===== src/hdl/ctmd_pkg.sv =====
package ctmd_pkg;

  // field widths of one transfer
  localparam int YEAR_W   = 14;
  localparam int MONTH_W  = 4;
  localparam int DAY_W    = 5;
  localparam int HOUR_W   = 5;
  localparam int MINUTE_W = 6;
  localparam int ELAPSED_W = 16;
  localparam int STATUS_W  = 2;

  // internal widths
  localparam int YADJ_W = 15;   // year shifted up by one era, March based
  localparam int ERA_W  = 6;    // era index plus one, 0..41
  localparam int YOE_W  = 9;    // year of era, 0..399
  localparam int DOY_W  = 9;    // day of March based year plus day of month
  localparam int TOD_W  = 11;   // minutes into the day
  localparam int DOE_W  = 18;   // day of era
  localparam int DAYS_W = 23;   // day count from the start of era minus one
  localparam int MIN_W  = 34;   // minute count
  localparam int DIFF_W = MIN_W + 1;

  // conversion stages, without the clamp stage
  localparam int CONV_STAGES = 5;

  // arithmetic constants
  localparam int YEARS_PER_ERA = 400;
  localparam int DAYS_PER_ERA  = 146097;
  localparam int MIN_PER_DAY   = 1440;
  localparam int MIN_PER_HOUR  = 60;
  localparam int DAYS_PER_YEAR = 365;
  // floor(x / 25) for x < 1049 as (x * 5243) >> 17
  localparam int RECIP_25_ERA  = 5243;
  localparam int RECIP_25_ERA_SH = 17;
  // floor(x / 25) for x < 100 as (x * 41) >> 10
  localparam int RECIP_25_YOE  = 41;
  localparam int RECIP_25_YOE_SH = 10;

  typedef enum logic [STATUS_W-1:0] {
    STATUS_EXACT = 2'd0,
    STATUS_NEG   = 2'd1,
    STATUS_SAT   = 2'd2
  } status_t;

  // first day of each month in the March based year, by raw month code
  function automatic logic [DOY_W-1:0] doy_base(input logic [MONTH_W-1:0] month);
    logic [DOY_W-1:0] res;
    case (month)
      4'd0:    res = 9'd275;
      4'd1:    res = 9'd306;
      4'd2:    res = 9'd337;
      4'd3:    res = 9'd0;
      4'd4:    res = 9'd31;
      4'd5:    res = 9'd61;
      4'd6:    res = 9'd92;
      4'd7:    res = 9'd122;
      4'd8:    res = 9'd153;
      4'd9:    res = 9'd184;
      4'd10:   res = 9'd214;
      4'd11:   res = 9'd245;
      4'd12:   res = 9'd275;
      4'd13:   res = 9'd306;
      4'd14:   res = 9'd337;
      default: res = 9'd367;
    endcase
    return res;
  endfunction

endpackage


===== src/hdl/ctmd_conv.sv =====
module ctmd_conv (
  input  logic                           clk,
  input  logic [ctmd_pkg::YEAR_W-1:0]    year,
  input  logic [ctmd_pkg::MONTH_W-1:0]   month,
  input  logic [ctmd_pkg::DAY_W-1:0]     day,
  input  logic [ctmd_pkg::HOUR_W-1:0]    hour,
  input  logic [ctmd_pkg::MINUTE_W-1:0]  minute,
  output logic [ctmd_pkg::MIN_W-1:0]     minutes
);
  import ctmd_pkg::*;

  localparam int RQ_W = (YADJ_W - 4) + 13;
  localparam int CQ_W = 13;

  // stage 1: March based year, era, day within year, time of day
  logic [YADJ_W-1:0] yadj;
  logic [RQ_W-1:0]   rq;
  logic [YADJ_W-1:0] yadj_s1_r;
  logic [ERA_W-1:0]  era_s1_r;
  logic [DOY_W-1:0]  dd_s1_r;
  logic [TOD_W-1:0]  tod_s1_r;

  assign yadj = YADJ_W'(year) + YADJ_W'(YEARS_PER_ERA)
              - ((month <= MONTH_W'(2)) ? YADJ_W'(1) : YADJ_W'(0));
  assign rq   = RQ_W'(yadj[YADJ_W-1:4]) * RQ_W'(RECIP_25_ERA);

  always_ff @(posedge clk) begin
    yadj_s1_r <= yadj;
    era_s1_r  <= rq[RECIP_25_ERA_SH +: ERA_W];
    dd_s1_r   <= doy_base(month) + DOY_W'(day);
    tod_s1_r  <= TOD_W'(hour) * TOD_W'(MIN_PER_HOUR) + TOD_W'(minute);
  end

  // stage 2: year of era and days of whole eras
  logic [YADJ_W-1:0] yrem;
  logic [YOE_W-1:0]  yoe_s2_r;
  logic [DAYS_W-1:0] era_days_s2_r;
  logic [DOY_W-1:0]  dd_s2_r;
  logic [TOD_W-1:0]  tod_s2_r;

  assign yrem = yadj_s1_r - YADJ_W'(era_s1_r) * YADJ_W'(YEARS_PER_ERA);

  always_ff @(posedge clk) begin
    yoe_s2_r      <= yrem[YOE_W-1:0];
    era_days_s2_r <= DAYS_W'(era_s1_r) * DAYS_W'(DAYS_PER_ERA);
    dd_s2_r       <= dd_s1_r;
    tod_s2_r      <= tod_s1_r;
  end

  // stage 3: day of era with leap day corrections
  logic [YOE_W-3:0]  quad;
  logic [CQ_W-1:0]   cq;
  logic [1:0]        cent;
  logic [DOE_W-1:0]  doe_s3_r;
  logic [DAYS_W-1:0] era_days_s3_r;
  logic [TOD_W-1:0]  tod_s3_r;

  assign quad = yoe_s2_r[YOE_W-1:2];
  assign cq   = CQ_W'(quad) * CQ_W'(RECIP_25_YOE);
  assign cent = cq[RECIP_25_YOE_SH +: 2];

  always_ff @(posedge clk) begin
    doe_s3_r      <= DOE_W'(yoe_s2_r) * DOE_W'(DAYS_PER_YEAR) + DOE_W'(quad)
                   - DOE_W'(cent) + DOE_W'(dd_s2_r);
    era_days_s3_r <= era_days_s2_r;
    tod_s3_r      <= tod_s2_r;
  end

  // stage 4: day count
  logic [DAYS_W-1:0] days_s4_r;
  logic [TOD_W-1:0]  tod_s4_r;

  always_ff @(posedge clk) begin
    days_s4_r <= era_days_s3_r + DAYS_W'(doe_s3_r);
    tod_s4_r  <= tod_s3_r;
  end

  // stage 5: minute count
  logic [MIN_W-1:0] minutes_s5_r;

  always_ff @(posedge clk) begin
    minutes_s5_r <= MIN_W'(days_s4_r) * MIN_W'(MIN_PER_DAY) + MIN_W'(tod_s4_r);
  end

  assign minutes = minutes_s5_r;

endmodule


===== src/hdl/ctmd_clamp.sv =====
module ctmd_clamp (
  input  logic                            clk,
  input  logic                            rst_n,
  input  logic                            vld,
  input  logic [ctmd_pkg::MIN_W-1:0]      start_minutes,
  input  logic [ctmd_pkg::MIN_W-1:0]      end_minutes,
  output logic                            out_vld,
  output logic [ctmd_pkg::ELAPSED_W-1:0]  elapsed,
  output ctmd_pkg::status_t               status
);
  import ctmd_pkg::*;

  logic [DIFF_W-1:0]    diff;
  logic                 neg;
  logic                 sat;
  logic                 vld_r;
  logic [ELAPSED_W-1:0] elapsed_r;
  logic [ELAPSED_W-1:0] elapsed_nxt;
  status_t              status_r;
  status_t              status_nxt;

  // signed difference, sign bit and overflow above 16 bits
  assign diff = DIFF_W'(end_minutes) - DIFF_W'(start_minutes);
  assign neg  = diff[DIFF_W-1];
  assign sat  = !neg && (|diff[DIFF_W-2:ELAPSED_W]);

  always_comb begin
    if (neg) begin
      elapsed_nxt = '0;
      status_nxt  = STATUS_NEG;
    end else if (sat) begin
      elapsed_nxt = '1;
      status_nxt  = STATUS_SAT;
    end else begin
      elapsed_nxt = diff[ELAPSED_W-1:0];
      status_nxt  = STATUS_EXACT;
    end
  end

  // result strobe
  always_ff @(posedge clk) begin
    if (!rst_n) begin
      vld_r <= 1'b0;
    end else begin
      vld_r <= vld;
    end
  end

  // result payload
  always_ff @(posedge clk) begin
    elapsed_r <= elapsed_nxt;
    status_r  <= status_nxt;
  end

  assign out_vld = vld_r;
  assign elapsed = elapsed_r;
  assign status  = status_r;

endmodule


===== src/hdl/civil_timestamp_minute_difference.sv =====
// channel   ports                         transfer
// input     start, busy, in_*             start high and busy low at a rising edge
// result    out_valid, out_*              out_valid high for one cycle, always taken
//
// one transfer is accepted every cycle; busy is held low
// each result passes five conversion stages per timestamp, then one subtract and clamp stage
// the two timestamps are converted side by side in two copies of the converter
// synchronous reset clears the valid bits only; data registers are not reset
// the receiver cannot stall, so the pipeline advances on every clock
module civil_timestamp_minute_difference (
  input  logic                            clk,
  input  logic                            rst_n,
  input  logic                            start,
  output logic                            busy,
  input  logic [ctmd_pkg::YEAR_W-1:0]     in_start_year,
  input  logic [ctmd_pkg::MONTH_W-1:0]    in_start_month,
  input  logic [ctmd_pkg::DAY_W-1:0]      in_start_day,
  input  logic [ctmd_pkg::HOUR_W-1:0]     in_start_hour,
  input  logic [ctmd_pkg::MINUTE_W-1:0]   in_start_minute,
  input  logic [ctmd_pkg::YEAR_W-1:0]     in_end_year,
  input  logic [ctmd_pkg::MONTH_W-1:0]    in_end_month,
  input  logic [ctmd_pkg::DAY_W-1:0]      in_end_day,
  input  logic [ctmd_pkg::HOUR_W-1:0]     in_end_hour,
  input  logic [ctmd_pkg::MINUTE_W-1:0]   in_end_minute,
  output logic                            out_valid,
  output logic [ctmd_pkg::ELAPSED_W-1:0]  out_elapsed_minutes,
  output logic [ctmd_pkg::STATUS_W-1:0]   out_status
);
  import ctmd_pkg::*;

  logic                   in_xfer;
  logic [CONV_STAGES-1:0] vld_r;
  logic [CONV_STAGES-1:0] vld_nxt;
  logic [MIN_W-1:0]       start_minutes;
  logic [MIN_W-1:0]       end_minutes;
  status_t                status;

  assign busy    = 1'b0;
  assign in_xfer = start && !busy;

  // valid bits alongside the conversion stages
  assign vld_nxt = {vld_r[CONV_STAGES-2:0], in_xfer};

  always_ff @(posedge clk) begin
    if (!rst_n) begin
      vld_r <= '0;
    end else begin
      vld_r <= vld_nxt;
    end
  end

  // start and end timestamps to minute counts
  ctmd_conv u_conv_start (
    .clk     (clk),
    .year    (in_start_year),
    .month   (in_start_month),
    .day     (in_start_day),
    .hour    (in_start_hour),
    .minute  (in_start_minute),
    .minutes (start_minutes)
  );

  ctmd_conv u_conv_end (
    .clk     (clk),
    .year    (in_end_year),
    .month   (in_end_month),
    .day     (in_end_day),
    .hour    (in_end_hour),
    .minute  (in_end_minute),
    .minutes (end_minutes)
  );

  // difference with clamp and saturation
  ctmd_clamp u_clamp (
    .clk           (clk),
    .rst_n         (rst_n),
    .vld           (vld_r[CONV_STAGES-1]),
    .start_minutes (start_minutes),
    .end_minutes   (end_minutes),
    .out_vld       (out_valid),
    .elapsed       (out_elapsed_minutes),
    .status        (status)
  );

  assign out_status = STATUS_W'(status);

endmodule


===== config.mk =====
export PLATFORM = sky130hd
export DESIGN_NAME = civil_timestamp_minute_difference
export DESIGN_NICKNAME = d
export VERILOG_FILES = /design/src/hdl/ctmd_pkg.sv /design/src/hdl/ctmd_conv.sv /design/src/hdl/ctmd_clamp.sv /design/src/hdl/civil_timestamp_minute_difference.sv
export SDC_FILE = /design/constraint.sdc
export NUM_CORES = 2
export LEC_CHECK = 0
export ABC_CLOCK_PERIOD_IN_PS = 23200
export BUFFER_PORTS_ARGS = -buffer_cell sky130_fd_sc_hd__buf_2
export CAP_MARGIN = 20
export CORE_MARGIN = 8
export CORE_UTILIZATION = 42
export CTS_CLUSTER_DIAMETER = 80
export DETAILED_ROUTE_END_ITERATION = 6
export PLACE_DENSITY = 0.67
export SYNTH_ARGS = -nofsm -noshare
export SYNTH_HDL_FRONTEND = slang
export SYNTH_SLANG_ARGS = --single-unit
export TNS_END_PERCENT = 20

===== constraint.sdc =====
create_clock -name clk -period 23.2 [get_ports clk]
set_input_delay 4.64 -clock clk [delete_from_list [all_inputs] [get_ports clk]]
set_output_delay 4.64 -clock clk [all_outputs]
set_load 0.005 [all_outputs]

# Yosys cells after proc, flatten, opt, wreduce, memory -nomap -nowiden
# Memories as Yosys holds them, arrays and structs flattened.
# Cells that the tools add are included.
# word_totals
ff_bits	438
latchBits	0
ram_bits	0
mem_bits_ro	288
input_bits	71
out_inout_bits	20
elab_cells	78
n_memories	2
# mem_list
memory	depth	width	rd	rd_ports_with_merged_regs	wr	line_no	source
(no name shown)	16	9	1	0	0	ctmd_pkg.sv:48	case (month)
(no name shown)	16	9	1	0	0	ctmd_pkg.sv:48	
# op_classes
addsub	21
multipliers	14
n_div	0
order_cmp	2
n_eq_ne	0
shifts	0
mux	4
bitwise	0
reduce_logical	3
# ops
operator	count
$add 34x11->34	2
$mul 23x6->29 const B	2
$add 23x18->23	2
$mul 11x13->23 const B	2
$mul 6x18->23 const B	2
$add 18x7->18	2
$add 18x9->18	2
$mul 9x9->18 const B	2
$sub 18x2->18	2
$sub 34x34->35	1
$add 14x9->15 const B	2
$sub 15x1->15	2
$mul 7x6->12 const B	2
$add 11x6->11	2
$add 9x5->9	2
$mul 5x4->9 const B	2
$reduce_or 18->1	1
$sub 9x9->9	2
$mux 16	1
$mul 6x5->5 const B	2
$le 4x2->1 const B	2
$mux 1	2
$mux 2	1
$logic_and 1x1->1	1
$logic_not 1->1	1

# Logic depth before layout (Yosys ltp)
# logic_depth
depth_word	4
mapped_depth	37
depth_no_buf	37

# By module
# Synthesis repeated with hierarchy kept, for this count alone.
# hier_totals
cells_unflattened	3706
area_unflattened_um2	36413.7
# modules_own_cells
module	instances	cells_each	area_per_inst_um2	seq_area_each_um2
ctmd_conv (u_conv_end)	1	1684	16806.1	4144.0
ctmd_conv (u_conv_start)	1	1602	16479.6	4144.0
ctmd_clamp	1	408	2985.4	380.4
civil_timestamp_minute_difference	1	12	142.6	100.1

# Least setup slack after synthesis
# OpenSTA, ideal clock, no wires.
# synth_timing
path_kind	input-to-reg
start	input in_start_month[3] (netlist bit)
end	register u_conv_start.era_s1_r[5]
setup_time_ns	0.130
t_arrival_ns	11.800
required_ns	23.070
setup_slack_ns	11.271
stages	34
cell_sequence	clkbuf_1 -> nor2_1 -> o21a_1 -> ha_1 -> inv_1 -> ha_1 -> fa_1 -> a21o_1 -> a21oi_1 -> o21ai_0 -> a211oi_1 -> o21ai_0 -> a21oi_1 -> xnor2_1 -> inv_1 -> ha_1 -> inv_1 -> ha_1 -> or2_2 -> ha_1 -> inv_1 -> fa_1 -> inv_1 -> fa_1 -> fa_1 -> ha_1 -> a21oi_1 -> nand2_1 -> a31oi_1 -> nor3b_1 -> o21a_1 -> o21a_1 -> o41ai_1 -> xnor3_1
# synth_between
elab_chain_cells	4
# synth_lines
item	line_no	source
from (decl)	civil_timestamp_minute_difference.sv:16	input logic [ctmd_pkg::MONTH_W-1:0] in_start_month,
$le 4x2->1	ctmd_conv.sv:24	- ((month <= MONTH_W'(2)) ? YADJ_W'(1) : YADJ_W'(0));
$mux 1	ctmd_conv.sv:24	
$sub 15x1->15	ctmd_conv.sv:24	
$mul 11x13->23	ctmd_conv.sv:25	assign rq = RQ_W'(yadj[YADJ_W-1:4]) * RQ_W'(RECIP_25_ERA);
net u_conv_start.rq[22]	ctmd_conv.sv:17	logic [RQ_W-1:0] rq;
to (signal assigned)	ctmd_conv.sv:29	era_s1_r <= rq[RECIP_25_ERA_SH +: ERA_W];
to (decl)	ctmd_conv.sv:19	logic [ERA_W-1:0] era_s1_r;
# The timed path passes the listed nets, and every way through them passes these cells.
# A chain may end at the register's enable or synchronous reset.

# Worst setup path after layout
# Ends and elaborated chain as after synthesis.

==> implementation parameters <==
Parameter                              Value

Drt
  Residual antenna-violating net count after detailed routing    0
  Detail-routed via count per cell    4.81
  Total via count after detailed routing    24,300
  Iteration-0 DRC Markers    around 900
  Count of TritonRoute iterations in the first routing pass    7
  Number of design rule violations left after detail routing    0
  Detailed-route wire length    just under 70,000 µm
  Final routed wire length divided by cell count    13.4 µm

Finish
  Non-Filler Instances    just over 5,000
  Fillcell total    8,095
  Post-synthesis to final-layout area growth    9.61%
  Area of combinational cells with multiple inputs    0.0246 mm²
  Area taken by flip-flops and latches    0.00877 mm²
  Share of layout cells above drive strength 1    5.83%
  Number of nets at the end of the flow    ~4,900

CTS
  Root buf cell    sky130_fd_sc_hd__clkbuf_16
  Maximum root-to-sink buffer count    3
  Clock latency of the later-clocked register in the worst-skew pair    0.61 ns
  Number of hold buffers added after CTS    0
  Clock sink count    438
  CTS tree    done
  Number of clock buffers inserted by TritonCTS    50
  H-Tree Depth    2
  Post-CTS setup repair buffer count    0
  CTS clock-pin slew for the worst setup and hold paths    0.06 ns
  Number of cells upsized or downsized after cts    0

Critical path
  Worst flop-to-flop path startpoint    u_conv_start.yoe_s2_r[4]
  Crit path from    in_start_month[3]
  Delay of the slowest critical-path stage    ~0.55 ns
  Critical path's slowest cell    sky130_fd_sc_hd__fa_1
  Critical Path RT    23.67 ns
  Crit path launch type    input pin
  Crit Reg-Reg Endpoint    u_conv_start.doe_s3_r[17]
  Setup slack of the most critical reg-to-reg path    15.84 ns
  R2R cell count    31
  Data arrival time at the worst-slack endpoint    12.57 ns
  Critical path capture point    u_conv_start.era_s1_r[5]
  Capturing element type of the critical path    flop
  Critical Path Fanout Max    17
  Critical path start-end classification    input pin to flop

STA
  Post-layout worst setup margin    11.10 ns
  Count of final setup violators    0
  Final count of pins violating max slew    0
  Worst slack on hold paths    0.300 ns
  Slew HR    36.2%
  Setup_tns    0 ns
  Minimum period implied by the final worst setup slack    12.10 ns
  RSZ-0062 raised after global routing    false
  Actual transition at the worst max-transition pin    0.954 ns
  Setup clock skew after layout    0.0439 ns
  Fmax achieved    0.0826 GHz
  Final hold violation count    0
  Fraction of the cycle the final worst path needs    between 50 and 60%

Synth
  Synth Register Bits    438
  Async SR Flop Fraction    0%
  Number of flops mapped to enable cells by yosys    0
  Synthesized area per cell    slightly below 10 µm²
  Proportion of synthesized chip area in sequential cells    24.0%
  Top-count cell post-synth    sky130_fd_sc_hd__inv_1
  Cells taking the most area after synthesis    sky130_fd_sc_hd__dfxtp_1, sky130_fd_sc_hd__ha_1, sky130_fd_sc_hd__fa_1
  Total of warnings raised by yosys    0
  Commonest register cell after synthesis    sky130_fd_sc_hd__dfxtp_1
  List of most frequent post-synthesis cells    sky130_fd_sc_hd__inv_1, sky130_fd_sc_hd__ha_1, sky130_fd_sc_hd__dfxtp_1
  Post-synth top area share    24.0%
  Post-synth net total    roughly 4,800
  Synthesized instance count    3,746
  Syn Std Cell Area    0.0365 mm²
  Library cells used by synthesis    92
  Library cell occupying the most area in the post-synthesis netlist    sky130_fd_sc_hd__dfxtp_1

Floorplan
  Standard-cell row count    108
  Overall die area    0.0965 mm²
  Initial core utilization    ~42%
  Ports placed on the boundary    91
  Placeable core region    0.0863 mm²
  Width of the chip    311 µm
  Die Span Y    311 µm

Flow run
  Max capacitance violation total    0

Global route
  Maximum number of pins on one net before global-route repair    19
  Antenna violations before repair    1
  Leftover overflow at the end of global routing    0
  Wire length of the first global-routing pass    116,000 µm
  Overall routing resource usage    14.0%
  Vias in the first global route    roughly 25,000

Placed design
  Cell count after placement    4,957
  Count of port buffers added during placement    89
  Weighted congestion at the end of routability-driven global placement    approximately 0.85
  Pre-CTS worst setup slack    10.49 ns
  HPWL after detailed placement    57,300 µm

Run status
  Run status    completed

Worst hold path
  Hold WC Path Type    flop to flop
[placed cells by master (no fill, tap or decap), types with 17 or more instances in the layout]
master / Yosys / final
sky130_fd_sc_hd__inv_1: 775 / 775
sky130_fd_sc_hd__ha_1: 679 / 679
sky130_fd_sc_hd__dfxtp_1: 438 / 438
sky130_fd_sc_hd__fa_1: 316 / 316
sky130_fd_sc_hd__xnor2_1: 203 / 203
sky130_fd_sc_hd__a21oi_1: 182 / 182
sky130_fd_sc_hd__nor2_1: 145 / 145
sky130_fd_sc_hd__nand2_1: 128 / 128
sky130_fd_sc_hd__o21ai_0: 105 / 105
sky130_fd_sc_hd__xor2_1: 91 / 91
sky130_fd_sc_hd__buf_2: 11 / 89
sky130_fd_sc_hd__a21o_1: 76 / 76
sky130_fd_sc_hd__nand3_1: 57 / 57
sky130_fd_sc_hd__nor3_1: 54 / 54
sky130_fd_sc_hd__clkbuf_16: 0 / 50
sky130_fd_sc_hd__o21bai_1: 29 / 29
sky130_fd_sc_hd__nand4_1: 27 / 27
sky130_fd_sc_hd__a211oi_1: 26 / 26
sky130_fd_sc_hd__o21a_1: 26 / 26
sky130_fd_sc_hd__nor2b_1: 25 / 25
sky130_fd_sc_hd__nand2b_1: 25 / 25
sky130_fd_sc_hd__o211ai_1: 17 / 17
[how the worst min path moves through the flow]
stage                                  start  slack (ns)  cells past startpoint                            end
3_3_place_gp   u_conv_start.era_days_s2_r[7]        0.31                      0  u_conv_start.era_days_s3_r[7]
4_1_cts             u_conv_start.tod_s3_r[7]        0.30                      0       u_conv_start.tod_s4_r[7]
5_1_grt             u_conv_start.tod_s3_r[7]        0.31                      0       u_conv_start.tod_s4_r[7]
3_5_place_dp         u_conv_start.dd_s1_r[0]        0.31                      0        u_conv_start.dd_s2_r[0]
2_1_floorplan          u_conv_end.dd_s1_r[0]        0.31                      0          u_conv_end.dd_s2_r[0]
6_report            u_conv_start.tod_s3_r[7]        0.30                      0       u_conv_start.tod_s4_r[7]
[routing by layer]
metal  GRT usage, %  up-vias  part of all wire [%]
li1               -    12600                     -
met1           18.5    11300                    48
met2           23.8      267                    46
met3           2.01       92                   3.0
met4           3.66        0                   2.2
met5              0        -                     0
[critical path, delay by kind of cell]
family,cells,cell delay [ns]
XOR/XNOR,2,0.58
AO/OA/AOI/OAI,12,2.92
adder cells (fa/ha/maj),9,3.23
AND/OR/NAND/NOR,5,0.74
buffers and inverters,6,0.43
[state kept, by name, indices dropped and copies added, names as in the netlist, 23 cells and up]
| name | count |
|---|---|
| u_conv_end.minutes | 34 |
| u_conv_start.minutes | 34 |
| u_conv_end.days_s4_r | 23 |
| u_conv_end.era_days_s2_r | 23 |
| u_conv_end.era_days_s3_r | 23 |
| u_conv_start.days_s4_r | 23 |
| u_conv_start.era_days_s2_r | 23 |
| u_conv_start.era_days_s3_r | 23 |
[layout make-up]
cell class / count / share of cell area [%]
sequential: 438 / 21.9
timing repair buffer: 90 / 1.13
inverter: 775 / 7.28
clock buffer: 57 / 3.27
tap: 1155 / 3.62
clock inverter: 36 / 1.13
multi-input combinational: 2499 / 61.6
antenna: 1 / 0.00626
[metrics by stage]
step           utilization [%]  cell area [µm²]
3_5_place_dp              44.2            38200
2_1_floorplan                -            36500
6_report                  46.3            40000
5_1_grt                   46.3            40000
4_1_cts                   46.3            40000
3_3_place_gp              44.2            38200
[logic make-up after synthesis]
logic type                 share of synthesized area (%)
adders and majority gates                           40.6
buffers and inverters                               8.41
AOI/OAI and AO/OA                                   11.5
and+or+nand+nor                                     7.83
DFF                                                 24.0
xor gates and xnor gates                            7.12
muxes                                              0.408
other                                             0.0103
Power is left out: the tool's default activity adds up to more than one toggle a clock period on the data nets, which glitch-free logic cannot reach.
